File: config.mk
export PLATFORM = sky130hd
export DESIGN_NAME = toic_stride_cell
export DESIGN_NICKNAME = d
export VERILOG_FILES = /design/src/hw/rtl/toic_pkg.sv /design/src/hw/rtl/toic_stride_cell.sv
export SDC_FILE = /design/constraint.sdc
export NUM_CORES = 2
export LEC_CHECK = 0
export ABC_CLOCK_PERIOD_IN_PS = 41800
export BUFFER_PORTS_ARGS = -buffer_cell sky130_fd_sc_hd__buf_2
export CORE_AREA = 4 4 610 612
export CTS_BUF_LIST = sky130_fd_sc_hd__clkbuf_8
export CTS_CLUSTER_SIZE = 16
export DETAILED_ROUTE_END_ITERATION = 8
export DIE_AREA = 0 0 614 616
export PLACE_DENSITY = 0.3
export RECOVER_POWER = 25
export SLEW_MARGIN = 20
export SYNTH_ARGS = -nofsm -noshare
export SYNTH_HDL_FRONTEND = slang
export SYNTH_SLANG_ARGS = --single-unit
File: constraint.sdc
create_clock -name clock -period 41.8 [get_ports clock]
set_input_delay 4.18 -clock clock [delete_from_list [all_inputs] [get_ports clock]]
set_output_delay 4.18 -clock clock [all_outputs]
set_load 0.05 [all_outputs]
File: src/hw/rtl/toic_pkg.sv
// shared types and constants of the tensor order index converter
package toic_pkg;

   localparam int NDIM      = 5;
   localparam int DIM_W     = 16;
   localparam int WORD_W    = 32;
   localparam int REM_W     = WORD_W + 1;
   localparam int RANK_W    = 3;
   localparam int EB_W      = 5;
   localparam int DIV_STEPS = WORD_W;
   localparam int REQ_DW    = 120;
   localparam int RSP_DW    = 192;
   localparam int CSR_IW    = 3;

   typedef enum logic [1:0] {
      OP_SUB2IND = 2'd0,
      OP_IND2SUB = 2'd1,
      OP_STRIDE  = 2'd2,
      OP_NONE    = 2'd3
   } opcode_type;

   typedef enum logic [CSR_IW-1:0] {
      REG_RANK  = 3'd0,
      REG_ORDER = 3'd1,
      REG_SIZE0 = 3'd2,
      REG_SIZE1 = 3'd3,
      REG_SIZE2 = 3'd4,
      REG_SIZE3 = 3'd5,
      REG_SIZE4 = 3'd6,
      REG_NONE  = 3'd7
   } csr_index_type;

   typedef struct packed {
      logic [RANK_W-1:0]                rnk;
      logic [NDIM-1:0][RANK_W-1:0]      perm;
      logic [NDIM-1:0][DIM_W-1:0]       size;
   } cfg_type;

   // one item in flight, per-position arrays indexed by memory position
   typedef struct packed {
      opcode_type                       op;
      logic [RANK_W-1:0]                rnk;
      logic                             status;
      logic [NDIM-1:0]                  posok;
      logic [NDIM-1:0]                  named;
      logic [NDIM-1:0][RANK_W-1:0]      dims;
      logic [NDIM-1:0][DIM_W-1:0]       sz;
      logic [NDIM-1:0][DIM_W-1:0]       cc;
      logic [WORD_W-1:0]                cur;
      logic [WORD_W-1:0]                acc;
      logic [NDIM-1:0][WORD_W-1:0]      strd;
      logic [WORD_W-1:0]                dvd;
      logic [NDIM-1:0][WORD_W-1:0]      quo;
      logic [NDIM-1:0][REM_W-1:0]       rem;
      logic [EB_W-1:0]                  eb;
   } item_type;

endpackage

File: src/hw/rtl/toic_stride_cell.sv
// stride cell: handles the position in slot 0, then rotates the positions
module toic_stride_cell (
   input  logic                  clock,
   input  logic                  reset,
   input  logic                  valid_up,
   input  toic_pkg::item_type    item_up,
   output logic                  ready_up,
   output logic                  valid_ff,
   output toic_pkg::item_type    item_ff,
   input  logic                  ready_dn
);

   toic_pkg::item_type item_in;
   toic_pkg::item_type work;

   assign ready_up = !valid_ff || ready_dn;

   always_comb begin
      work         = item_up;
      work.strd[0] = item_up.cur;
      work.cur     = toic_pkg::WORD_W'(item_up.cur * {16'd0, item_up.sz[0]});
      if (item_up.posok[0]) begin
         work.acc = item_up.acc +
                    toic_pkg::WORD_W'(item_up.cur * {16'd0, item_up.cc[0]});
      end
      item_in = work;
      for (int k = 0; k < toic_pkg::NDIM; k++) begin
         item_in.posok[k] = work.posok[(k + 1) % toic_pkg::NDIM];
         item_in.named[k] = work.named[(k + 1) % toic_pkg::NDIM];
         item_in.dims[k]  = work.dims[(k + 1) % toic_pkg::NDIM];
         item_in.sz[k]    = work.sz[(k + 1) % toic_pkg::NDIM];
         item_in.cc[k]    = work.cc[(k + 1) % toic_pkg::NDIM];
         item_in.strd[k]  = work.strd[(k + 1) % toic_pkg::NDIM];
      end
   end

   always_ff @(posedge clock) begin
      if (reset) begin
         valid_ff <= 1'b0;
      end else if (ready_up) begin
         valid_ff <= valid_up;
      end
   end

   always_ff @(posedge clock) begin
      if (ready_up) begin
         item_ff <= item_in;
      end
   end

endmodule

* After elaboration in Yosys (flattened, before gate mapping)
Index checks and enable logic that the tools add are counted.
Storage, ports and cells: bits in registers 778, bits of input ports 781, output and inout port bits 779, word-level logic and storage cells 46
Cells by class: $add $sub $neg 1, $mul 2, muxes and demuxes 1, reductions and logical operators 2
Operators by type and width (number):
- $mul 32x16->32 | 2
- $add 32x32->32 | 1
- $mux 32 | 1
- $logic_not 1->1 | 1
- $logic_or 1x1->1 | 1

* Depth between registers and ports, before layout
word-level depth 3, mapped depth 24

* Worst setup path after synthesis
OpenSTA, ideal clock, no wires.
path type input-to-output, start point in ready_dn, end point out ready_up, data arrival time 23.029 ns, data required time 37.620 ns, slack 14.591 ns, cell stages on the path 1, buffers on the path 0, cells stage by stage nand2b_1
Between the ends: longest elaborated chain between the ends 1
RTL lines:
- start: declaration | RTL line toic_stride_cell.sv:10 | input logic ready_dn
- $logic_or 1x1->1 | RTL line toic_stride_cell.sv:16 | assign ready_up = !valid_ff || ready_dn;
- end: declaration | RTL line toic_stride_cell.sv:7 | output logic ready_up,
Every way passes these cells.

==> results.sh <==
export IMPL_status="finished clean"
export IMPL_synthToLayoutAreaGrowth_pct=35.4
export IMPL_die_area_um2=378000
export IMPL_multi_input_area_um2=20900
export IMPL_cp_arrival_ps=11420
export IMPL_post_place_ws_ps=30010
export IMPL_tns_ps=0
export IMPL_async_reset_ff_share_pct=0
export IMPL_maxCapViolations=0
export IMPL_avgRoutedWirePerCell_um=35.7
export IMPL_hold_violations=0
export IMPL_syn_avg_cell_area_um2=12.9
export IMPL_crit_type="in -> reg"
export IMPL_rows=223
export IMPL_place_congestion=1.00
export IMPL_syn_instance_count=3719
export IMPL_drv_slew=0
export IMPL_first_iter_violations=2200
export IMPL_cp_max_fo=25
export IMPL_hp_class="reg -> reg"
export IMPL_final_util_pct=17.6
export IMPL_yosys_most_used_dff="edfxtp_1"
export IMPL_grt_total_usage_pct=19.1
export IMPL_synth_seq_cells=778
export IMPL_overflow=0
export IMPL_min_period_over_period_pct=25.8
export IMPL_synthTopCellsByArea="edfxtp_1, fa_1, inv_1"
export IMPL_finalWirelength_mm=371
export IMPL_synth_enable_flop_cells=777
export IMPL_cts_setup_buffers=0
export IMPL_cts_htree_levels=4
export IMPL_fp_dieH_um=616
export IMPL_finalSetupViolCount=0
export IMPL_core_area_um2=367000
export IMPL_ys_seq_area_share_pct=48.8
export IMPL_numPortBuffers=1527
export IMPL_finalClockSkew_ps=92.6
export IMPL_max_vdd_ir_drop_v=0.000146
export IMPL_post_drt_via_cell_ratio=3.54
export IMPL_ctsHoldBuffers=0
export IMPL_hpwlAfterDp_mm=322
export IMPL_first_pass_iters=5
export IMPL_tightestPinTransition_ps=1070
export IMPL_power_density_nw_per_um2=91.8
export IMPL_grt_pass1_vias=37300
export IMPL_synth_nets=5271
export IMPL_synthDistinctLibCells=68
export IMPL_min_period_ps=10800
export IMPL_end_kind="flip-flop"
export IMPL_grt_max_degree=126
export IMPL_drc=0
export IMPL_fill_cells=40900
export IMPL_maxSlewHeadroom_pct=28.5
export IMPL_synth_warnings=0
export IMPL_seq_area_um2=23400
export IMPL_clk_path_buf_depth=4
export IMPL_die_x_um=614
export IMPL_vias=36700
export IMPL_syn_cell_area_um2=47800
export IMPL_ant_nets=0
export IMPL_start_util_pct=13.0
export IMPL_start_kind="input port"
export IMPL_ios=1560
export IMPL_cts_made_buffers=182
export IMPL_layout_drive_gt1_share_pct=32.0
export IMPL_worst_slack_ps=31000
export IMPL_yosys_area_top_type="edfxtp_1"
export IMPL_clk_latency_ps=980
export IMPL_antenna_found_initial=445
export IMPL_cts_resized=0
export IMPL_path_clk_slew_ps=60
export IMPL_nets=6878
export IMPL_cts_tree="built"
export IMPL_root_buffer="clkbuf_8"
export IMPL_numClockSinks=778
export IMPL_rsz0062_at_grt="no"
export IMPL_synth_top_area_share_pct=48.8
export IMPL_grt_pass1_wl_mm=457
export IMPL_max_freq_mhz=92.6
export IMPL_p_leak_uw=0.0287
export IMPL_cp_required_ps=42430
routing by layer:
| metal | routed length (um) | track usage, % | up-vias |
|---|---|---|---|
| li1 | - | - | 14900 |
| met5 | 171 | 0 | - |
| met4 | 12000 | 4.67 | 24 |
| met2 | 173000 | 31.6 | 2059 |
| met3 | 34300 | 6.84 | 888 |
| met1 | 151000 | 23.6 | 18800 |
synth_stat cells (19+ instances only):
master      n
fa_1      638
inv_1     805
edfxtp_1  777
xor2_1     19
nand2_1   560
nor2_1     36
o21ai_0    44
and2_1    263
clkbuf_1  151
ha_1      133
xnor2_1    79
a21oi_1    49
per-stage QoR:
step | std cells | total power [uW] | hold slack [ps] | instance area (um2)
6_report | 10400 | 5950 | 926 | 64800
5_1_grt | 10300 | 6540 | 993 | 64700
4_1_cts | 10300 | 6090 | 962 | 64700
3_5_place_dp | 9979 | 5130 | 964 | 61400
3_3_place_gp | 9979 | 5150 | 958 | 61400
2_1_floorplan | 3719 | 3930 | 4250 | 47800
state kept, by name (all words and copies together) (netlist names):
register and flops:
item_ff 777, valid_ff 1
final cells by class:
| class | count | area share [%] |
|---|---|---|
| Sequential cell | 778 | 36.0 |
| Multi-Input combinational cell | 1981 | 32.3 |
| Timing Repair Buffer | 1578 | 12.2 |
| Tap cell | 4837 | 9.34 |
| Inverter | 805 | 4.66 |
| Clock buffer | 183 | 3.89 |
| Clock inverter | 132 | 1.25 |
| Antenna cell | 80 | 0.309 |
cell usage in the layout, fill, tap and decap left out, types with 50 or more instances in the layout:
cell / n
diode_2: 80
and2_1: 263
edfxtp_1: 777
inv_1: 843
xnor2_1: 79
clkbuf_1: 84
fa_1: 638
clkbuf_8: 183
buf_4: 50
buf_2: 1443
nand2_1: 560
ha_1: 133
logic make-up (layout without fill, tap and decap cells):
logic type | count (synthesis) | in the layout | share of synthesized area, %
AO/OA/AOI/OAI | 192 | 192 | 2.71
XOR/XNOR | 98 | 98 | 1.79
adder cells (fa/ha/maj) | 771 | 771 | 30.2
buffers and inverters | 960 | 2698 | 7.54
flip-flops | 778 | 778 | 48.8
multiplexers | 7 | 7 | 0.154
other | 0 | 80 | 0
AND/OR/NAND/NOR | 913 | 913 | 8.81
final timing paths:
check	from	end	slack, ps	cells past startpoint
worst max register to register	valid_ff	item_ff[253]	37750	5
worst min-delay path	valid_ff	item_ff[742]	930	1
worst max-delay path	item_up[560]	item_ff[553]	31000	23
worst min register to register	valid_ff	item_ff[742]	930	1
power breakdown:
group / internal [uW] / switching (uW)
combinational: 1460 / 2510
sequential: 1060 / 40.2
clock: 447 / 438
worst max-delay path, cell delays in order:
cell and delay [ps]:
buf_2 320, buf_4 490, nand2_1 160, fa_1 530, inv_1 50, fa_1 490, inv_1 50, fa_1 590
inv_1 70, fa_1 470, fa_1 490, inv_1 50, fa_1 470, inv_1 40, ha_1 340, a21oi_1 170
o21ai_0 270, a32o_1 310, a2111oi_2 830, nor3_1 190, o31ai_1 490, a21o_1 180, a31oi_1 80
Note: power is estimated with default switching activity, not from simulation.
