[src/hw/rtl/toic_pkg.sv]
// shared types and constants of the tensor order index converter
package toic_pkg;

   localparam int NDIM      = 5;
   localparam int DIM_W     = 16;
   localparam int WORD_W    = 32;
   localparam int REM_W     = WORD_W + 1;
   localparam int RANK_W    = 3;
   localparam int EB_W      = 5;
   localparam int DIV_STEPS = WORD_W;
   localparam int REQ_DW    = 120;
   localparam int RSP_DW    = 192;
   localparam int CSR_IW    = 3;

   typedef enum logic [1:0] {
      OP_SUB2IND = 2'd0,
      OP_IND2SUB = 2'd1,
      OP_STRIDE  = 2'd2,
      OP_NONE    = 2'd3
   } opcode_type;

   typedef enum logic [CSR_IW-1:0] {
      REG_RANK  = 3'd0,
      REG_ORDER = 3'd1,
      REG_SIZE0 = 3'd2,
      REG_SIZE1 = 3'd3,
      REG_SIZE2 = 3'd4,
      REG_SIZE3 = 3'd5,
      REG_SIZE4 = 3'd6,
      REG_NONE  = 3'd7
   } csr_index_type;

   typedef struct packed {
      logic [RANK_W-1:0]                rnk;
      logic [NDIM-1:0][RANK_W-1:0]      perm;
      logic [NDIM-1:0][DIM_W-1:0]       size;
   } cfg_type;

   // one item in flight, per-position arrays indexed by memory position
   typedef struct packed {
      opcode_type                       op;
      logic [RANK_W-1:0]                rnk;
      logic                             status;
      logic [NDIM-1:0]                  posok;
      logic [NDIM-1:0]                  named;
      logic [NDIM-1:0][RANK_W-1:0]      dims;
      logic [NDIM-1:0][DIM_W-1:0]       sz;
      logic [NDIM-1:0][DIM_W-1:0]       cc;
      logic [WORD_W-1:0]                cur;
      logic [WORD_W-1:0]                acc;
      logic [NDIM-1:0][WORD_W-1:0]      strd;
      logic [WORD_W-1:0]                dvd;
      logic [NDIM-1:0][WORD_W-1:0]      quo;
      logic [NDIM-1:0][REM_W-1:0]       rem;
      logic [EB_W-1:0]                  eb;
   } item_type;

endpackage

[src/hw/rtl/toic_prep.sv]
// entry cell: decodes a request against the configuration
module toic_prep (
   input  logic                         clock,
   input  logic                         reset,
   input  logic                         valid_up,
   input  logic [toic_pkg::REQ_DW-1:0]  tdata_up,
   input  logic [1:0]                   tuser_up,
   input  toic_pkg::cfg_type            cfg,
   output logic                         ready_up,
   output logic                         valid_ff,
   output toic_pkg::item_type           item_ff,
   input  logic                         ready_dn
);

   toic_pkg::item_type                               item_in;
   logic [toic_pkg::RANK_W-1:0]                      r;
   logic [toic_pkg::NDIM-1:0][toic_pkg::DIM_W-1:0]   coord;

   assign ready_up = !valid_ff || ready_dn;

   always_comb begin
      if (cfg.rnk == '0) begin
         r = toic_pkg::RANK_W'(1);
      end else if (cfg.rnk > toic_pkg::RANK_W'(toic_pkg::NDIM)) begin
         r = toic_pkg::RANK_W'(toic_pkg::NDIM);
      end else begin
         r = cfg.rnk;
      end
      for (int d = 0; d < toic_pkg::NDIM; d++) begin
         coord[d] = tdata_up[d*toic_pkg::DIM_W +: toic_pkg::DIM_W];
      end
      item_in        = '0;
      item_in.op     = toic_pkg::opcode_type'(tuser_up);
      item_in.rnk    = r;
      item_in.cur    = toic_pkg::WORD_W'(1);
      item_in.dvd    = tdata_up[toic_pkg::NDIM*toic_pkg::DIM_W +: toic_pkg::WORD_W];
      item_in.eb     = tdata_up[toic_pkg::NDIM*toic_pkg::DIM_W + toic_pkg::WORD_W +:
                                toic_pkg::EB_W];
      for (int p = 0; p < toic_pkg::NDIM; p++) begin
         item_in.dims[p]  = cfg.perm[p];
         item_in.posok[p] = toic_pkg::RANK_W'(p) < r;
         item_in.named[p] = item_in.posok[p] && (cfg.perm[p] < r);
         if (item_in.named[p]) begin
            item_in.sz[p] = cfg.size[cfg.perm[p]];
            item_in.cc[p] = coord[cfg.perm[p]];
         end
         if (item_in.posok[p] && (item_in.cc[p] >= item_in.sz[p])) begin
            item_in.status = 1'b1;
         end
      end
   end

   always_ff @(posedge clock) begin
      if (reset) begin
         valid_ff <= 1'b0;
      end else if (ready_up) begin
         valid_ff <= valid_up;
      end
   end

   always_ff @(posedge clock) begin
      if (ready_up) begin
         item_ff <= item_in;
      end
   end

endmodule

[config.mk]
export PLATFORM = sky130hd
export DESIGN_NAME = toic_prep
export DESIGN_NICKNAME = d
export VERILOG_FILES = /design/src/hw/rtl/toic_pkg.sv /design/src/hw/rtl/toic_prep.sv
export SDC_FILE = /design/constraint.sdc
export NUM_CORES = 1
export LEC_CHECK = 0
export BUFFER_PORTS_ARGS = -buffer_cell sky130_fd_sc_hd__buf_2
export CAP_MARGIN = 10
export CORE_AREA = 10 10 378 380
export DETAILED_ROUTE_END_ITERATION = 8
export DIE_AREA = 0 0 388 390
export PLACE_DENSITY = 0.43
export SETUP_SLACK_MARGIN = 0.5
export SYNTH_ARGS = -nofsm -noshare
export SYNTH_HDL_FRONTEND = slang
export SYNTH_SLANG_ARGS = --single-unit
[constraint.sdc]
create_clock -name clock -period 10.6 [get_ports clock]
set_clock_uncertainty 0.05 [all_clocks]
set_input_delay 2.12 -clock clock [delete_from_list [all_inputs] [get_ports clock]]
set_output_delay 2.12 -clock clock [all_outputs]
set_load 0.01 [all_outputs]
Word-level counts from Yosys, hierarchy flattened --
Index checks and enable logic that the tools add are counted.
Word-level totals: bits in registers 229, input port bits 224, output and inout port bits 779, word-level logic and storage cells 91
Cells by class: reduce and logical (&&, ||, !) cells 14, $lt $le $gt $ge 21, mux-type cells 33
Operators with widths (count):
- 16-bit binary-select mux with 3-bit select | 10
- 16-bit 2-to-1 mux | 20
- 16-bit >= comparator | 5
- 3-bit by 4-bit less-than comparator with 1-bit output, second input constant | 5
- 3-bit less-than comparator | 5
- 1-bit logical AND | 10
- 1-bit by 3-bit less-than comparator with 1-bit output, first input constant | 2
- 2-bit by 3-bit less-than comparator with 1-bit output, first input constant | 2
- 3-bit 2-to-1 mux | 2
- 4-bit OR reduction | 1
- 3-bit > comparator, second input constant | 1
- 3-bit zero test | 1
- 3-bit less-than comparator, first input constant | 1
- 1-bit zero test | 1
- 1-bit logical OR | 1
- 1-bit 2-to-1 mux | 1

Depth between registers and ports, before layout --
depth in word-level cells 9, mapped depth 17, depth with buffers taken out 14

Worst setup path before layout --
No wires, ideal clock.
kind input to output, from in ready_dn, to out ready_up, path buffers 0, arrival time 7.646 ns, cell stages on the path 1, required time 8.430 ns, slack 0.784 ns, cells stage by stage nand2b_1
On the way: longest elaborated chain between the ends 1
RTL lines:
- start: declaration | RTL line toic_prep.sv:12 | input logic ready_dn
- 1-bit logical OR | RTL line toic_prep.sv:19 | assign ready_up = !valid_ff || ready_dn;
- end: declaration | RTL line toic_prep.sv:9 | output logic ready_up,
No other way between the ends.

==> results_dict.tcl <==
set metrics [dict create \
    p_per_area_mw_per_mm2 133 \
    insertion_delay_ps 570 \
    yosys_warnings 0 \
    io_buffers 450 \
    worst-path-max-fanout 19 \
    yosys.area_share.simple_pct 7.58 \
    cts_hold_buffers 0 \
    end_kind "register" \
    grt_pass1_wl_mm 140 \
    num_vias 14400 \
    period_share_pct 59.3 \
    area_delta_synth_final_pct 17.2 \
    clock_path_buffers 3 \
    grt_pass1_vias 15100 \
    cts-root-buf "clkbuf_16" \
    setup_violations 0 \
    core_area_mm2 0.135 \
    setup_tns_ps 0 \
    hp-class "register to register" \
    fill_cells 15200 \
    cts_tree "built" \
    finalCriticalPeriod_ps 6280 \
    clk_pin_slew_ps 70 \
    antenna_found_initial 50 \
    final_area_mm2 0.0227 \
    cp_data_arrival_time_ps 6550 \
    synth_cells 1691 \
    final_cell_mix "550 x conb_1, 450 x buf_2, 227 x edfxtp_1, 160 x mux4_2, 158 x nor2_1" \
    syn_area_per_cell_um2 11.5 \
    top_layer_used "met5" \
    irDropWorstVdd_mv 0.104 \
    rr_startpoint "valid_ff" \
    worstSetupStartpoint "cfg[83]" \
    min_delay_path_depth 1 \
    maxCapViolCount 0 \
    yosysUniqueCellTypes 44 \
    yosys-top-cells-area "edfxtp_1 35%, buf_4 21%, mux4_2 19%, ha_1 5.8%, a22oi_1 5.6%" \
    grt_max_degree 57 \
    layout_commonest_cell "conb_1" \
    slew_viol_final 0 \
    cp-start-kind "input pin" \
    holdWs_ps 1090 \
    route.detailed.drc 0 \
    gr-usage-all-layers_pct 13.3 \
    dp.cells 3867 \
    ys_ff_latch 228 \
    cts_max_level 1 \
    fp.dieH_um 390 \
    place_area_mm2 0.0217 \
    initial_utilization_pct 14.4 \
    met3_length_mm 9.89 \
    layout.nets 2429 \
    rows 135 \
    multi_input_area_mm2 0.0100 \
    yosysTopAreaCellShare_pct 35.2 \
    rsz0062_at_grt "no" \
    firstDrtPassIters 5 \
    tightest_slew_ps 988 \
    ctsResizeCount 0 \
    ys_seq_area_share_pct 35.3 \
    synth_fa_ha_area_share_pct 5.81 \
    crit_type "input pin to register" \
    leakage_nw 9.82 \
    min_from "valid_ff" \
    routed_wl_mm 108 \
    fmax_mhz 159 \
    yosysTopAreaCell "edfxtp_1" \
    synth_compound_area_share_pct 8.78 \
    cp.required_ps 10870 \
    ff2ff_path_depth 3 \
    regArea_mm2 0.00684 \
    synth_top_family_by_area "buffers and inverters" \
    synth_area_mm2 0.0194 \
    die_w_um 388 \
    slew_headroom_pct 33.7 \
    wl_met1_mm 40.7 \
    grt_remaining_overflow 0 \
    dr_wl_met2_mm 54.8 \
    drt_iter0_markers 1302 \
    ant_nets 0 \
    synth_xor_area_share_pct 0 \
    wl_per_cell_um 27.5 \
    timing.final.hold_violations 0 \
    post_cts_buffers 0 \
    hpwl_mm 90.1 \
    drive_above_1_share_pct 33.3 \
    routed_via_density 3.66 \
    status "finished clean" \
    cts_inserted_buffers 27 \
    final_cells 3937 \
    muxShareOfSynthArea_pct 18.6 \
    gp_congestion 0.822 \
    dieArea_mm2 0.151 \
    cts.sinks 228 \
    ios 1003 \
]
==> where the power goes <==
group / total, mW / internal, mW / switching (mW)
sequential: 1.11 / 1.08 / 0.0250
combinational: 0.870 / 0.281 / 0.589
clock: 1.04 / 0.595 / 0.441
==> state kept, by name, summed over array words and instances, names as in the netlist <==
name	count
valid_ff	1
item_ff	227
==> per-stage QoR <==
step,utilization (%),power (mW),setup slack (ps)
after floorplan,-,1.75,784
after global placement,16.1,2.00,3560
after detailed placement,16.1,2.00,3590
after CTS,16.8,3.07,4240
after global routing,16.8,3.16,4130
final,16.8,3.01,4320
==> critical path, cell delays in order <==
cell       delay [ps]
buf_2             610
buf_4             560
mux4_2            560
a22oi_1           530
nor2_1            230
ha_1              310
a2111oi_4         280
nor4_1            120
o31ai_2           350
a21oi_1           260
or4_1             560
==> layer usage <==
| metal | global-route usage, % | up-vias |
|---|---|---|
| li1 | - | 6040 |
| met1 | 15.1 | 7209 |
| met2 | 24.1 | 941 |
| met3 | 4.48 | 157 |
| met4 | 2.79 | 56 |
| met5 | 0 | - |
==> cell families (layout without fill, tap and decap cells) <==
logic type,Yosys count,in the layout
buffers and inverters,666,562
AO/OA/AOI/OAI,233,233
flip-flops,228,228
AND/OR/NAND/NOR,312,312
adder cells (fa/ha/maj),90,90
other,2,571
multiplexers,160,160
==> path summary, 6_finish.rpt <==
path	slack [ps]	endpoint
setup / recovery	4320	item_ff[771]
hold / removal	1090	item_ff[586]
setup reg to reg	7840	item_ff[717]
hold reg to reg	1090	item_ff[586]
==> synth_stat cells <==
cell type and n:
o2111ai_1 1, dfxtp_1 1, nand3_1 3, clkbuf_1 50, edfxtp_1 227, or3_1 1
nor2b_1 3, nand4_1 11, nand3b_1 1, or2_1 64, mux4_2 160, o21ai_0 10
a2111oi_4 1, o21ai_1 6, nand2b_1 6, nor4_1 3, ha_1 90, a21oi_2 2
o21a_1 5, inv_2 2, o211ai_1 3, nand2_1 34, a311o_1 1, o311ai_0 2
a211oi_1 3, inv_1 17, or4_1 1, buf_4 554, a21oi_1 27, nand2b_4 1
nor3b_1 1, o31ai_2 1, a22o_1 16, a222oi_1 1, nor2_1 158, a2111oi_0 2
nor3_1 9, buf_2 43, a22oi_1 144, a21o_1 6, and2_1 16, conb_1 2
a31oi_1 1, a211o_1 1
==> final cells by class <==
| cell class | count | area share (%) |
|---|---|---|
| Tap cell | 1781 | 9.81 |
| Clock inverter | 19 | 1.10 |
| Multi-Input combinational cell | 1345 | 44.1 |
| Clock buffer | 30 | 3.02 |
| Inverter | 19 | 0.314 |
| Antenna cell | 21 | 0.231 |
| Timing Repair Buffer | 494 | 11.4 |
| Sequential cell | 228 | 30.1 |
Note: power is estimated with default switching activity, not from simulation.
