`config.mk`:
```
export PLATFORM = sky130hd
export DESIGN_NAME = toic_div_cell
export DESIGN_NICKNAME = d
export VERILOG_FILES = /design/src/hw/rtl/toic_pkg.sv /design/src/hw/rtl/toic_div_cell.sv
export SDC_FILE = /design/constraint.sdc
export NUM_CORES = 2
export LEC_CHECK = 0
export BUFFER_PORTS_ARGS = -buffer_cell sky130_fd_sc_hd__buf_4
export CAP_MARGIN = 0
export CORE_AREA = 2 2 602 604
export CTS_CLUSTER_DIAMETER = 120
export DETAILED_ROUTE_END_ITERATION = 8
export DIE_AREA = 0 0 604 606
export MAX_ROUTING_LAYER = met4
export PLACE_DENSITY = 0.3
export SETUP_SLACK_MARGIN = 0.1
export SYNTH_ARGS = -nofsm -noshare
export SYNTH_HDL_FRONTEND = slang
export SYNTH_SLANG_ARGS = --single-unit
```
`constraint.sdc`:
```
create_clock -name clock -period 66.2 [get_ports clock]
set_clock_uncertainty 0.1 [all_clocks]
set_input_delay 13.24 -clock clock [delete_from_list [all_inputs] [get_ports clock]]
set_output_delay 13.24 -clock clock [all_outputs]
set_load 0.005 [all_outputs]
```
`src/hw/rtl/toic_pkg.sv`:
```
// shared types and constants of the tensor order index converter
package toic_pkg;

   localparam int NDIM      = 5;
   localparam int DIM_W     = 16;
   localparam int WORD_W    = 32;
   localparam int REM_W     = WORD_W + 1;
   localparam int RANK_W    = 3;
   localparam int EB_W      = 5;
   localparam int DIV_STEPS = WORD_W;
   localparam int REQ_DW    = 120;
   localparam int RSP_DW    = 192;
   localparam int CSR_IW    = 3;

   typedef enum logic [1:0] {
      OP_SUB2IND = 2'd0,
      OP_IND2SUB = 2'd1,
      OP_STRIDE  = 2'd2,
      OP_NONE    = 2'd3
   } opcode_type;

   typedef enum logic [CSR_IW-1:0] {
      REG_RANK  = 3'd0,
      REG_ORDER = 3'd1,
      REG_SIZE0 = 3'd2,
      REG_SIZE1 = 3'd3,
      REG_SIZE2 = 3'd4,
      REG_SIZE3 = 3'd5,
      REG_SIZE4 = 3'd6,
      REG_NONE  = 3'd7
   } csr_index_type;

   typedef struct packed {
      logic [RANK_W-1:0]                rnk;
      logic [NDIM-1:0][RANK_W-1:0]      perm;
      logic [NDIM-1:0][DIM_W-1:0]       size;
   } cfg_type;

   // one item in flight, per-position arrays indexed by memory position
   typedef struct packed {
      opcode_type                       op;
      logic [RANK_W-1:0]                rnk;
      logic                             status;
      logic [NDIM-1:0]                  posok;
      logic [NDIM-1:0]                  named;
      logic [NDIM-1:0][RANK_W-1:0]      dims;
      logic [NDIM-1:0][DIM_W-1:0]       sz;
      logic [NDIM-1:0][DIM_W-1:0]       cc;
      logic [WORD_W-1:0]                cur;
      logic [WORD_W-1:0]                acc;
      logic [NDIM-1:0][WORD_W-1:0]      strd;
      logic [WORD_W-1:0]                dvd;
      logic [NDIM-1:0][WORD_W-1:0]      quo;
      logic [NDIM-1:0][REM_W-1:0]       rem;
      logic [EB_W-1:0]                  eb;
   } item_type;

endpackage

```
`src/hw/rtl/toic_div_cell.sv`:
```
// divider cell: one restoring step in every position lane
module toic_div_cell (
   input  logic                  clock,
   input  logic                  reset,
   input  logic                  mod_step,
   input  logic                  clear_rem,
   input  logic                  valid_up,
   input  toic_pkg::item_type    item_up,
   output logic                  ready_up,
   output logic                  valid_ff,
   output toic_pkg::item_type    item_ff,
   input  logic                  ready_dn
);

   toic_pkg::item_type            item_in;
   logic [toic_pkg::REM_W-1:0]    rbase;
   logic [toic_pkg::REM_W-1:0]    rtry;
   logic [toic_pkg::REM_W-1:0]    dsor;
   logic [toic_pkg::WORD_W-1:0]   qsrc;

   assign ready_up = !valid_ff || ready_dn;

   always_comb begin
      item_in     = item_up;
      item_in.dvd = {item_up.dvd[toic_pkg::WORD_W-2:0], 1'b0};
      rbase = '0;
      rtry  = '0;
      dsor  = '0;
      qsrc  = '0;
      for (int l = 0; l < toic_pkg::NDIM; l++) begin
         if (!mod_step) begin
            rbase = item_up.rem[l];
            dsor  = {1'b0, item_up.strd[l]};
            rtry  = {rbase[toic_pkg::WORD_W-1:0], item_up.dvd[toic_pkg::WORD_W-1]};
            if (rtry >= dsor) begin
               item_in.rem[l] = rtry - dsor;
               item_in.quo[l] = {item_up.quo[l][toic_pkg::WORD_W-2:0], 1'b1};
            end else begin
               item_in.rem[l] = rtry;
               item_in.quo[l] = {item_up.quo[l][toic_pkg::WORD_W-2:0], 1'b0};
            end
         end else begin
            // zero stride gives quotient zero
            if (clear_rem) begin
               rbase = '0;
               qsrc  = (item_up.strd[l] == '0) ? '0 : item_up.quo[l];
            end else begin
               rbase = item_up.rem[l];
               qsrc  = item_up.quo[l];
            end
            dsor = {17'd0, item_up.sz[l]};
            rtry = {rbase[toic_pkg::WORD_W-1:0], qsrc[toic_pkg::WORD_W-1]};
            item_in.quo[l] = {qsrc[toic_pkg::WORD_W-2:0], 1'b0};
            item_in.rem[l] = (rtry >= dsor) ? rtry - dsor : rtry;
         end
      end
   end

   always_ff @(posedge clock) begin
      if (reset) begin
         valid_ff <= 1'b0;
      end else if (ready_up) begin
         valid_ff <= valid_up;
      end
   end

   always_ff @(posedge clock) begin
      if (ready_up) begin
         item_ff <= item_in;
      end
   end

endmodule

```
# Yosys cells after proc, flatten, opt, wreduce, memory -nomap -nowiden

Index checks and enable logic that the tools add are counted.
Widths: inputs -> output; s select.

Reduce and logical (&&, ||, !) cells: 7
Add/subtract/negate cells: 10
Order comparisons: 10
Multiplexer cells: 50

Operators by type and width:

| kind             | number |
|---|---|
| $mux 32          | 30 |
| $mux 33          | 15 |
| $ge 33x16->1     | 5 |
| $ge 33x32->1     | 5 |
| $sub 33x16->33   | 5 |
| $sub 33x32->33   | 5 |
| $logic_not 32->1 | 5 |
| $mux 1           | 5 |
| $logic_not 1->1  | 1 |
| $logic_or 1x1->1 | 1 |

Input bits: 783
Register bits after elaboration: 777
Word-level logic and storage cells: 122
Output and inout port bits: 779

# Longest topological paths before layout

Depth in word-level cells: 7
Mapped depth: 22
Depth with buffers taken out: 19

# Least setup slack after synthesis

OpenSTA, ideal clock, no wires.

Path type: input port to output port
Start point: in ready_dn
End point: out ready_up
Path slack: 21.108 ns
Required time: 52.860 ns
Arrival time: 31.752 ns
Cell stages on the path: 1
Path buffers: 0
Cell sequence: nand2b_1

Word-level cells in the longest chain between the ends: 1

RTL lines:

| element          | RTL line            | RTL |
|---|---|---|
| start, declared  | toic_div_cell.sv:12 | `input logic ready_dn` |
| $logic_or 1x1->1 | toic_div_cell.sv:21 | `assign ready_up = !valid_ff \|\| ready_dn;` |
| end, declared    | toic_div_cell.sv:9  | `output logic ready_up,` |

Every way passes these cells.

# Final worst setup path

Same ends and word-level chain as after synthesis.

==> reports/metrics.yaml <==
syn_area_per_cell_sq_um: 10.7
path_clk_slew_ns: 0.05
synth_edf_count: 776
power_frac_clock: 0.370
worstSetupPathType: "primary input to output pin"
cpLargestDelayFamily: "buffers and inverters"
initialDrtViolationCount: 2601
outcome: "completed"
die_h_um: 606
htree_levels: 3
wl_per_cell_um: 26.3
cp_common_cell: "buf_4"
drive_above_1_share: 0.311
grt_max_degree: 140
worst_hold_slack_ns: 1.03
cp.arrival_ns: 13.77
p_switching_uw: 486
p_int_mw: 1.11
layout_setup_ws_ns: 39.09
drc: 0
maxSlewViolCount: 0
antenna_found_initial: 139
r2r-start: "valid_ff"
timing.critical_path.buf_inv: 2
timing.rr.end: "item_ff[37]"
coreArea_sq_um: 360000
n_fill_cell: 40100
crit_start: "ready_dn"
die_x_um: 604
synthFlopType: "edfxtp_1"
hold_violations: 0
cts_tree: "built"
dp_hpwl_mm: 236
cts-root-buf: "clkbuf_16"
p_comb_frac: 0.245
viasPerCell: 3.80
slowest_delay_ns: 0.22
ys_seq_area_frac: 0.519
grt_pass1_vias: 41100
syn_to_final_growth_pct: 47.1
postCtsHoldBufs: 0
total_power_mw: 1.59
irDropWorstVdd_uv: 19.3
path_depth: 3
end_kind: "output pin"
hold_class: "flop to flop"
numClockSinks: 777
grtUsageTotal: 0.150
cp-start-kind: "primary input"
clock_latency_ns: 0.78
setup_tns_ns: 0
cts-resized-gates: 0
finish.utilization: 0.184
slowest_stage: "nand2b_4"
synthArstFlopShare: 0
cp-endpoint: "ready_up"
r2r_cells: 7
routed_wl_mm: 281
fmax_mhz: 36.9
seqPwrFrac: 0.385
crit_required_ns: 52.86
drtAntennaViolNets: 0
io_buffers: 1555
post_cts_buffers: 0
grt_pass1_wl_mm: 367
swShare: 0.305
path_cells: "buf_4 -> nand2b_4 -> buf_4"
first_pass_iters: 7
pre_cts_slack_ns: 39.09
finalSetupViolations: 0
place_congestion: 0.851
drv_cap: 0
cts_buffer_depth: 4
p_leak_nw: 27.7
grt_overflow_total: 0
path_max_fanout: 2
r2r_slack_ns: 60.31
ys_types: 85
ys_warn_count: 0
synth_cells: 4196
finalCritPeriodShare: 0.410
boundaryPins: 1562
p_per_area_nw_per_um2: 24.0
slew_headroom: 0.247
rsz0062_at_grt: "false"
synth_area_sq_um: 45000
tightest_slew_ns: 1.12
synth_seq_cells: 777
period_needed_ns: 27.11
dieArea_sq_um: 366000
cts-buffers-inserted: 112
synth_fp_nets: 5229
vias: 40700
nets: 6797
initial_core_util: 0.125
row_count: 221
## sequential cells by signal, indices dropped and copies added (netlist names)
register,cells
item_ff,776
valid_ff,1
## how the worst min path moves through the flow
stage	to	startpoint	slack (ns)	cells after the start
CTS	item_ff[153]	valid_ff	1.02	2
finish	item_ff[164]	valid_ff	1.03	2
detailed placement	item_ff[165]	valid_ff	1.02	2
global placement	valid_ff	valid_ff	1.01	3
floorplan	valid_ff	reset	13.21	1
global route	item_ff[518]	valid_ff	1.06	2
## cell type report
cell class,count,area [sq um],area share
sequential,777,23300,0.352
multi-input combinational,2939,19900,0.301
timing repair buffer,1608,12100,0.183
tap,4794,6000,0.0907
clock buffer,135,2890,0.0437
inverter,326,1230,0.0186
clock inverter,57,569,0.00860
antenna,65,163,0.00246
## power by group through the flow
stage | combinational (mW) | clock (mW) | sequential, mW
floorplan | 0.165 | 0 | 0.642
global placement | 0.399 | 0 | 0.623
detailed placement | 0.397 | 0 | 0.623
CTS | 0.399 | 0.617 | 0.614
global route | 0.425 | 0.631 | 0.617
finish | 0.389 | 0.589 | 0.612
## cell usage after synthesis (all sizes together) (17+ instances only)
library cell | n | area share
a211oi | 88 | 0.015
a21o | 156 | 0.026
a21oi | 331 | 0.037
a31oi | 52 | 0.0072
and2 | 18 | 0.0025
and3 | 44 | 0.0061
buf | 20 | 0.0021
clkbuf | 134 | 0.011
edfxtp | 776 | 0.52
ha | 240 | 0.067
inv | 325 | 0.027
mux2i | 64 | 0.014
nand2 | 216 | 0.018
nand2b | 44 | 0.0061
nand3 | 72 | 0.0080
nand4 | 45 | 0.0063
nor2 | 279 | 0.023
nor2b | 274 | 0.038
nor3 | 100 | 0.011
nor4 | 73 | 0.010
o211ai | 40 | 0.0067
o21a | 46 | 0.0077
o21ai | 204 | 0.023
o21bai | 36 | 0.0060
o31ai | 17 | 0.0028
or2 | 17 | 0.0024
or3 | 18 | 0.0025
xnor2 | 127 | 0.025
xor2 | 78 | 0.015
## layout by cell type, fill, tap and decap left out, types with 40 or more instances in the layout
| master | instances |
|---|---|
| nor4_1 | 72 |
| nand3_1 | 72 |
| buf_4 | 1604 |
| o211ai_1 | 40 |
| inv_1 | 323 |
| a21o_1 | 156 |
| diode_2 | 65 |
| ha_1 | 240 |
| nor3_1 | 97 |
| xor2_1 | 78 |
| nor2b_1 | 274 |
| a21oi_1 | 331 |
| and3_1 | 44 |
| nand2_1 | 216 |
| mux2i_1 | 64 |
| clkbuf_16 | 112 |
| nand4_1 | 45 |
| a211oi_1 | 86 |
| edfxtp_1 | 776 |
| nand2b_1 | 43 |
| xnor2_1 | 127 |
| a31oi_1 | 52 |
| o21a_1 | 46 |
| o21ai_0 | 197 |
| nor2_1 | 277 |
## through the flow
| step | instance area [sq um] | instances |
|---|---|---|
| floorplan | 45000 | 4196 |
| detailed placement | 62500 | 10400 |
| global route | 66100 | 10700 |
| CTS | 66000 | 10600 |
| finish | 66200 | 10700 |
| global placement | 62500 | 10400 |
## worst reg2reg max path: cells and delay by family, from the launching register on
kind,cells,cell delay (ns)
buffers and inverters,6,4.92
DFF,1,0.33
and+or+nand+nor,1,0.19
## per-layer routing
metal,routed length [um],GRT usage,share of wire
met2,151000,0.282,0.54
met3,16200,0.0301,0.058
met4,12000,0.0578,0.043
met5,0,-,0
met1,102000,0.153,0.36
## kinds of logic (layout without fill, tap and decap cells)
kind of cell,count (synthesis),count (layout),synth area share
other,1,66,0.0000834
multiplexers,73,73,0.0165
adder cells (fa/ha/maj),250,250,0.0712
XOR/XNOR,205,205,0.0399
buffers and inverters,480,2126,0.0405
AO/OA/AOI/OAI,1161,1161,0.169
flip-flops,777,777,0.519
AND/OR/NAND/NOR,1249,1249,0.144
Note: power is estimated with default switching activity, not from simulation.
