<file path="src/hw/rtl/toic_pkg.sv">
// shared types and constants of the tensor order index converter
package toic_pkg;

   localparam int NDIM      = 5;
   localparam int DIM_W     = 16;
   localparam int WORD_W    = 32;
   localparam int REM_W     = WORD_W + 1;
   localparam int RANK_W    = 3;
   localparam int EB_W      = 5;
   localparam int DIV_STEPS = WORD_W;
   localparam int REQ_DW    = 120;
   localparam int RSP_DW    = 192;
   localparam int CSR_IW    = 3;

   typedef enum logic [1:0] {
      OP_SUB2IND = 2'd0,
      OP_IND2SUB = 2'd1,
      OP_STRIDE  = 2'd2,
      OP_NONE    = 2'd3
   } opcode_type;

   typedef enum logic [CSR_IW-1:0] {
      REG_RANK  = 3'd0,
      REG_ORDER = 3'd1,
      REG_SIZE0 = 3'd2,
      REG_SIZE1 = 3'd3,
      REG_SIZE2 = 3'd4,
      REG_SIZE3 = 3'd5,
      REG_SIZE4 = 3'd6,
      REG_NONE  = 3'd7
   } csr_index_type;

   typedef struct packed {
      logic [RANK_W-1:0]                rnk;
      logic [NDIM-1:0][RANK_W-1:0]      perm;
      logic [NDIM-1:0][DIM_W-1:0]       size;
   } cfg_type;

   // one item in flight, per-position arrays indexed by memory position
   typedef struct packed {
      opcode_type                       op;
      logic [RANK_W-1:0]                rnk;
      logic                             status;
      logic [NDIM-1:0]                  posok;
      logic [NDIM-1:0]                  named;
      logic [NDIM-1:0][RANK_W-1:0]      dims;
      logic [NDIM-1:0][DIM_W-1:0]       sz;
      logic [NDIM-1:0][DIM_W-1:0]       cc;
      logic [WORD_W-1:0]                cur;
      logic [WORD_W-1:0]                acc;
      logic [NDIM-1:0][WORD_W-1:0]      strd;
      logic [WORD_W-1:0]                dvd;
      logic [NDIM-1:0][WORD_W-1:0]      quo;
      logic [NDIM-1:0][REM_W-1:0]       rem;
      logic [EB_W-1:0]                  eb;
   } item_type;

endpackage

</file>
<file path="src/hw/rtl/toic_out.sv">
// output cell: scatters position results to dimensions and holds the response
module toic_out (
   input  logic                         clock,
   input  logic                         reset,
   input  logic                         valid_up,
   input  toic_pkg::item_type           item_up,
   output logic                         ready_up,
   output logic                         rsp_tvalid,
   input  logic                         rsp_tready,
   output logic [toic_pkg::RSP_DW-1:0]  rsp_tdata,
   output logic [0:0]                   rsp_tuser
);

   logic [toic_pkg::RSP_DW-1:0]   data_ff;
   logic [toic_pkg::RSP_DW-1:0]   data_in;
   logic                          status_ff;
   logic                          status_in;
   logic                          valid_ff;
   logic [toic_pkg::WORD_W-1:0]   v1;
   logic [toic_pkg::WORD_W-1:0]   st;
   logic [toic_pkg::WORD_W-1:0]   v2;
   logic [toic_pkg::NDIM-1:0][toic_pkg::WORD_W-1:0] crd;

   assign ready_up   = !valid_ff || rsp_tready;
   assign rsp_tvalid = valid_ff;
   assign rsp_tdata  = data_ff;
   assign rsp_tuser  = status_ff;

   always_comb begin
      data_in   = '0;
      status_in = 1'b0;
      v1 = '0;
      st = '0;
      v2 = '0;
      for (int p = 0; p < toic_pkg::NDIM; p++) begin
         crd[p] = (item_up.sz[p] != '0) ? {16'd0, item_up.rem[p][toic_pkg::DIM_W-1:0]} : '0;
      end
      if (item_up.op == toic_pkg::OP_SUB2IND) begin
         status_in = item_up.status;
         data_in[toic_pkg::WORD_W-1:0] = item_up.status ? '0 : item_up.acc;
      end
      for (int d = 0; d < toic_pkg::NDIM; d++) begin
         v1 = '0;
         st = (toic_pkg::RANK_W'(d) < item_up.rnk) ? toic_pkg::WORD_W'(1) : '0;
         for (int p = 0; p < toic_pkg::NDIM; p++) begin
            if (item_up.named[p] && (item_up.dims[p] == toic_pkg::RANK_W'(d))) begin
               v1 = crd[p];
               st = item_up.strd[p];
            end
         end
         v2 = toic_pkg::WORD_W'(st * {27'd0, item_up.eb});
         if (item_up.op == toic_pkg::OP_IND2SUB) begin
            data_in[(d+1)*toic_pkg::WORD_W +: toic_pkg::WORD_W] = v1;
         end else if (item_up.op == toic_pkg::OP_STRIDE) begin
            data_in[(d+1)*toic_pkg::WORD_W +: toic_pkg::WORD_W] = v2;
         end
      end
   end

   always_ff @(posedge clock) begin
      if (reset) begin
         valid_ff <= 1'b0;
      end else if (ready_up) begin
         valid_ff <= valid_up;
      end
   end

   always_ff @(posedge clock) begin
      if (ready_up) begin
         data_ff   <= data_in;
         status_ff <= status_in;
      end
   end

endmodule

</file>
<file path="config.mk">
export PLATFORM = sky130hd
export DESIGN_NAME = toic_out
export DESIGN_NICKNAME = d
export VERILOG_FILES = /design/src/hw/rtl/toic_pkg.sv /design/src/hw/rtl/toic_out.sv
export SDC_FILE = /design/constraint.sdc
export NUM_CORES = 2
export LEC_CHECK = 0
export ABC_AREA = 1
export BUFFER_PORTS_ARGS = -buffer_cell sky130_fd_sc_hd__clkbuf_2
export CAP_MARGIN = 0
export CORE_AREA = 4 4 380 382
export DETAILED_ROUTE_END_ITERATION = 10
export DIE_AREA = 0 0 384 386
export GPL_ROUTABILITY_DRIVEN = 0
export GPL_TIMING_DRIVEN = 0
export PLACE_DENSITY_LB_ADDON = 0.2
export SLEW_MARGIN = 20
export SYNTH_ARGS = -nofsm -noshare
export SYNTH_HDL_FRONTEND = slang
export SYNTH_SLANG_ARGS = --single-unit
</file>
<file path="constraint.sdc">
create_clock -name clock -period 18.06 [get_ports clock]
set_clock_uncertainty 0.1 [all_clocks]
set_input_delay 3.612 -clock clock [delete_from_list [all_inputs] [get_ports clock]]
set_output_delay 3.612 -clock clock [all_outputs]
set_load 0.03 [all_outputs]
</file>
Yosys cells after proc, flatten, opt, wreduce, memory -nomap -nowiden
Index checks and enable logic that the tools add are counted.
Storage, ports and cells
  register bits: 194
  input bits: 781
  output and inout bits: 195
Cells by class
  $mul: 5
  order comparisons: 5
  equality and inequality tests: 22
  muxes and demuxes: 70
  bitwise gates (word level): 1
  reduce and logical (&&, ||, !) cells: 39
Operators with widths (number)
  2-to-1 mux 32 bit: 55
  multiplier 32 x 5 -> 32 bit: 5
  2-to-1 mux 16 bit: 10
  nonzero test 16 bit: 5
  equality test 3 x 2 -> 1 bit, second input constant: 10
  logical AND 1 bit: 25
  equality test 3 x 1 -> 1 bit, second input constant: 5
  equality test 3 bit, second input constant: 5
  zero test 3 bit: 5
  less-than comparator 1 x 3 -> 1 bit, first input constant: 2
  less-than comparator 2 x 3 -> 1 bit, first input constant: 2
  2-to-1 mux 1 bit: 5
  less-than comparator 3 bit, first input constant: 1
  equality test 2 x 1 -> 1 bit, second input constant: 1
  equality test 2 bit, second input constant: 1
  zero test 2 bit: 1
  OR reduction 2 bit: 1
  zero test 1 bit: 1
  logical OR 1 bit: 1
  NOT 1 bit: 1

Longest topological paths before layout
  depth after elaboration: 10
  mapped depth: 34
  mapped depth without buffers: 33

Least setup slack after synthesis
No wires, ideal clock.
  kind: in2out
  from: input rsp_tready
  to: output ready_up
  arrival time: 7.904 ns
  required time: 14.348 ns
  setup slack: 6.444 ns
  stages on the path: 2
  cell sequence: inv_1 > nand2_1
On the way
  cells in the longest elaborated chain, start to end: 1
Ends and longest elaborated chain
  start, declared: RTL line toic_out.sv:9  | input logic rsp_tready,
  logical OR 1 bit: RTL line toic_out.sv:24  | assign ready_up = !valid_ff || rsp_tready;
  end, declared: RTL line toic_out.sv:7  | output logic ready_up,
No other way between the ends.

Worst setup path in the final report
  from: input item_up[747] in the netlist's numbering
  to: register data_ff (netlist bit rsp_tdata[63]) (data pin)
On the way
  cells in the longest elaborated chain, start to end: 10
Ends and longest elaborated chain
  start, declared: RTL line toic_out.sv:6  | input toic_pkg::item_type item_up,
  zero test 3 bit: RTL line toic_out.sv:46  | if (item_up.named[p] && (item_up.dims[p] == toic_pkg::RANK_W'(d))) begin
  logical AND 1 bit: RTL line toic_out.sv:46
  2-to-1 mux 32 bit (5 in series): RTL line toic_out.sv:46
  multiplier 32 x 5 -> 32 bit: RTL line toic_out.sv:51  | v2 = toic_pkg::WORD_W'(st * {27'd0, item_up.eb});
  2-to-1 mux 32 bit: RTL line toic_out.sv:54  | end else if (item_up.op == toic_pkg::OP_STRIDE) begin
  2-to-1 mux 32 bit: RTL line toic_out.sv:52  | if (item_up.op == toic_pkg::OP_IND2SUB) begin
  end signal, assigned: RTL line toic_out.sv:70  | data_ff <= data_in;
  end, declared: RTL line toic_out.sv:14  | logic [toic_pkg::RSP_DW-1:0] data_ff;
No other way between the ends.
A chain may end at the register's enable or synchronous reset.

==> results.md <==
* Status: complete, no violations
* Drc violations at 0
* Critical Path End Type: register
* Cts hold-fix bufs at 0
* Die width at approximately 380 um
* HP Start: rsp_tvalid$_SDFFE_PP0P_
* Critical setup path kind: in -> reg
* Worst EP required at 18180 ps
* Max-cap violations at 0
* Via density at roughly 5.4
* Sequential share of power at 22.7%
* Syn nets at 7413
* Warnings, synthesis at 0
* Global Route Usage Sum at 30.1%
* Root Driver: clkbuf_16
* DP HPWL at approximately 200000 um
* Reg2reg start: rsp_tvalid$_SDFFE_PP0P_
* Share of layout cells above drive strength 1 at between 10 and 15%
* Clock power frac at between 10% and 20%
* First-pass GRT wire length at 316000 um
* Ys async rst share at 0%
* Number of distinct library cells after synthesis at 52
* RSZ-0062 raised after global routing: false
* Cell taking the most area after synthesis: fa_1
* Post-CTS setup buffers at 0
* CP startpoint kind: input port
* Crit-path max cell delay at ~900 ps
* Clk slew on worst S/H paths at 90 ps
* Starting DRT DRC Count at about 6100
* Layout area overhead at 15.7%
* Fin crit period at between 10000 and 15000 ps
* Net count, final at 8020
* Setup-failing EPs final at 0
* Post-route setup TNS at 0 ps
* Synth Area in Compound Gates at 21.6%
* Synth Area in Adders at 26.3%
* Mux cell area share after synthesis at 0%
* Share of the synthesized area in the top cell type at 20.9%
* Final Cycle Share at around 61%
* Final Core Density at 32.5%
* Post-synthesis sequential area ratio at 14.7%
* Via count at 46700
* Cell-internal power at 1.20 mW
* Post-synth top cells: nand2_1 (1120), inv_1 (1071), nor2_1 (881)
* Combinational fraction of design power at 60.6%
* Switch share at 53.5%
* Die footprint at roughly 150000 um2
* Final wirelength at around 230000 um
* Max-slew violation count at 0
* End of the worst register-to-register path: rsp_tdata[71]$_DFFE_PP_
* Dpl cells at roughly 8500
* DR pass1 iterations at 10
* Post-DRT Antenna Nets at 0
* Total gr overflow at 0
* H-tree depth at 4
* PwrDens at 56.0 nW/um2
* Clk buf depth at 2
* Sink of the worst hold path: rsp_tdata[133]$_DFFE_PP_
* Initial antenna violation count at about 70
* Arrival @ worst endpoint at 11210 ps
* Post-synth EDFFs at 193
* IO buf count at 580
* Worst vdd ir at 0.0000696 V
* Netlist Area Pre-Place at 39700 um2
* Number of global-route vias before repair at 43600
* Die Ht at 386 um
* Worst-Margin Slew at 1380 ps
* Fin Hold WS at 629 ps
* I/O Pins at 976
* Main synth FF type: edfxtp_1
* Leakage at 23.2 nW
* Switching Power at 1.38 mW
* Post-synthesis xor/xnor area fraction at less than 1%
* Slowest-stage cell, CP: a21boi_1
* CTS Buf Count at 17
* Peak Freq at 90.2 MHz
* Top-count cell post-synth: nand2_1
* HP Class: reg -> reg
* Largest family of logic cells by synthesized area: adder cells
* CTS tree: yes
* Simple-Gate Fraction of Synth Area at 23.5%
* Seq cells post-synth at 194
* Rows at 138
* R2R Setup Slk at 16420 ps
* Slew HR at under 10%
* Worst-Skew Late Latency at approximately 540 ps
* Synth Instances at approximately 6000
* Finished Layout Cells at about 8600
* Largest net degree at the start of global routing at 58
* Core area at 141000 um2
* Area contributors post-synth: fa_1 (21%), edfxtp_1 (15%), nand2_1 (11%), inv_1 (10%), nor2_1 (8.3%)
* WL/cell at 26.9 um
* Worst r2r path cells at 3
* Syn Area/Cell at 6.56 um2
* CP most frequent cell: nor2_1
* Final Hold Fails at 0
* Largest fanout on the critical path at 10
* Initial Utilization at 28.1%
* Cts repair resizes at 0
* WHS Path Cells at 1
* CTS Sinks at 194
-- power by group through the flow --
stage	clock, mW	combinational (mW)	sequential [mW]
floorplan	0	0.817	0.712
global placement	0	1.50	0.599
detailed placement	0	1.51	0.593
CTS	0.454	1.52	0.584
global route	0.468	1.69	0.589
finish	0.431	1.56	0.583
-- state kept, by name (all words and copies together), names as in the netlist --
name	flops
rsp_tvalid	1
rsp_tuser	1
rsp_tdata	192
-- how the worst max path moves through the flow --
stage                  from                          end  slack (ps)  cells after the start
2_1_floorplan    rsp_tready                     ready_up        6440                      2
3_3_place_gp     rsp_tready                     ready_up        3220                      4
3_5_place_dp   item_up[747]  rsp_tdata[63]$_SDFFCE_PP0P_        6990                     28
4_1_cts        item_up[764]     rsp_tdata[142]$_DFFE_PP_        7580                     27
5_1_grt        item_up[747]  rsp_tdata[63]$_SDFFCE_PP0P_        6770                     30
6_report       item_up[747]  rsp_tdata[63]$_SDFFCE_PP0P_        6970                     30
-- routing by layer --
metal	wire, um	vias up	global-route usage [%]
li1	-	20700	-
met3	36300	589	13.8
met4	16100	40	17.9
met5	328	-	0
met2	85200	3260	39.6
met1	93000	22100	39.7
-- critical path, delay by kind of cell --
| family | cells | cell delay, ps |
|---|---|---|
| adder cells (fa/ha/maj) | 4 | 1770 |
| buffers and inverters | 7 | 990 |
| AO/OA/AOI/OAI | 7 | 1820 |
| AND/OR/NAND/NOR | 12 | 2980 |
-- final cells by class --
cell class                      instances  area [um2]
Antenna cell                           41         103
Clock inverter                         15         220
Tap cell                             1890        2360
Timing Repair Buffer                  588        3070
Inverter                             1115        4190
Fill cell                           15900       95200
Multi-Input combinational cell       4451       28500
Clock buffer                           17         425
Buffer                                287        1190
Sequential cell                       194        5820
-- per-stage QoR --
| stage | cell area (um2) | worst slack, ps | power (mW) |
|---|---|---|---|
| after global routing | 45800 | 6770 | 2.75 |
| after detailed placement | 45100 | 6990 | 2.10 |
| after CTS | 45800 | 7580 | 2.56 |
| final | 45900 | 6970 | 2.57 |
| after global placement | 45000 | 3220 | 2.10 |
| after floorplan | 39700 | 6440 | 1.53 |
-- logic make-up (layout without fill, tap and decap cells) --
kind of cell,after synthesis,after routing
other cells,0,41
xor+xnor,22,22
flops,194,194
fa+ha+maj,585,585
buf+inv,1402,2022
compound gates,1527,1527
simple gates,2317,2317
-- cell usage in the layout, fill, tap and decap left out, drive strengths merged, types with 17 or more instances in the layout --
cell type,netlist,layout
edfxtp,193,193
o211ai,189,189
a21oi,444,444
nand3,216,216
xor2,18,18
inv,1108,1115
clkbuf,202,799
nand4,27,27
o21a,18,18
buf,85,93
diode,0,41
nor2,893,893
ha,170,170
o22ai,131,131
fa,415,415
o21ai,675,675
nand2,1128,1128
nor4,17,17
Power figures use the tool's default switching activity.
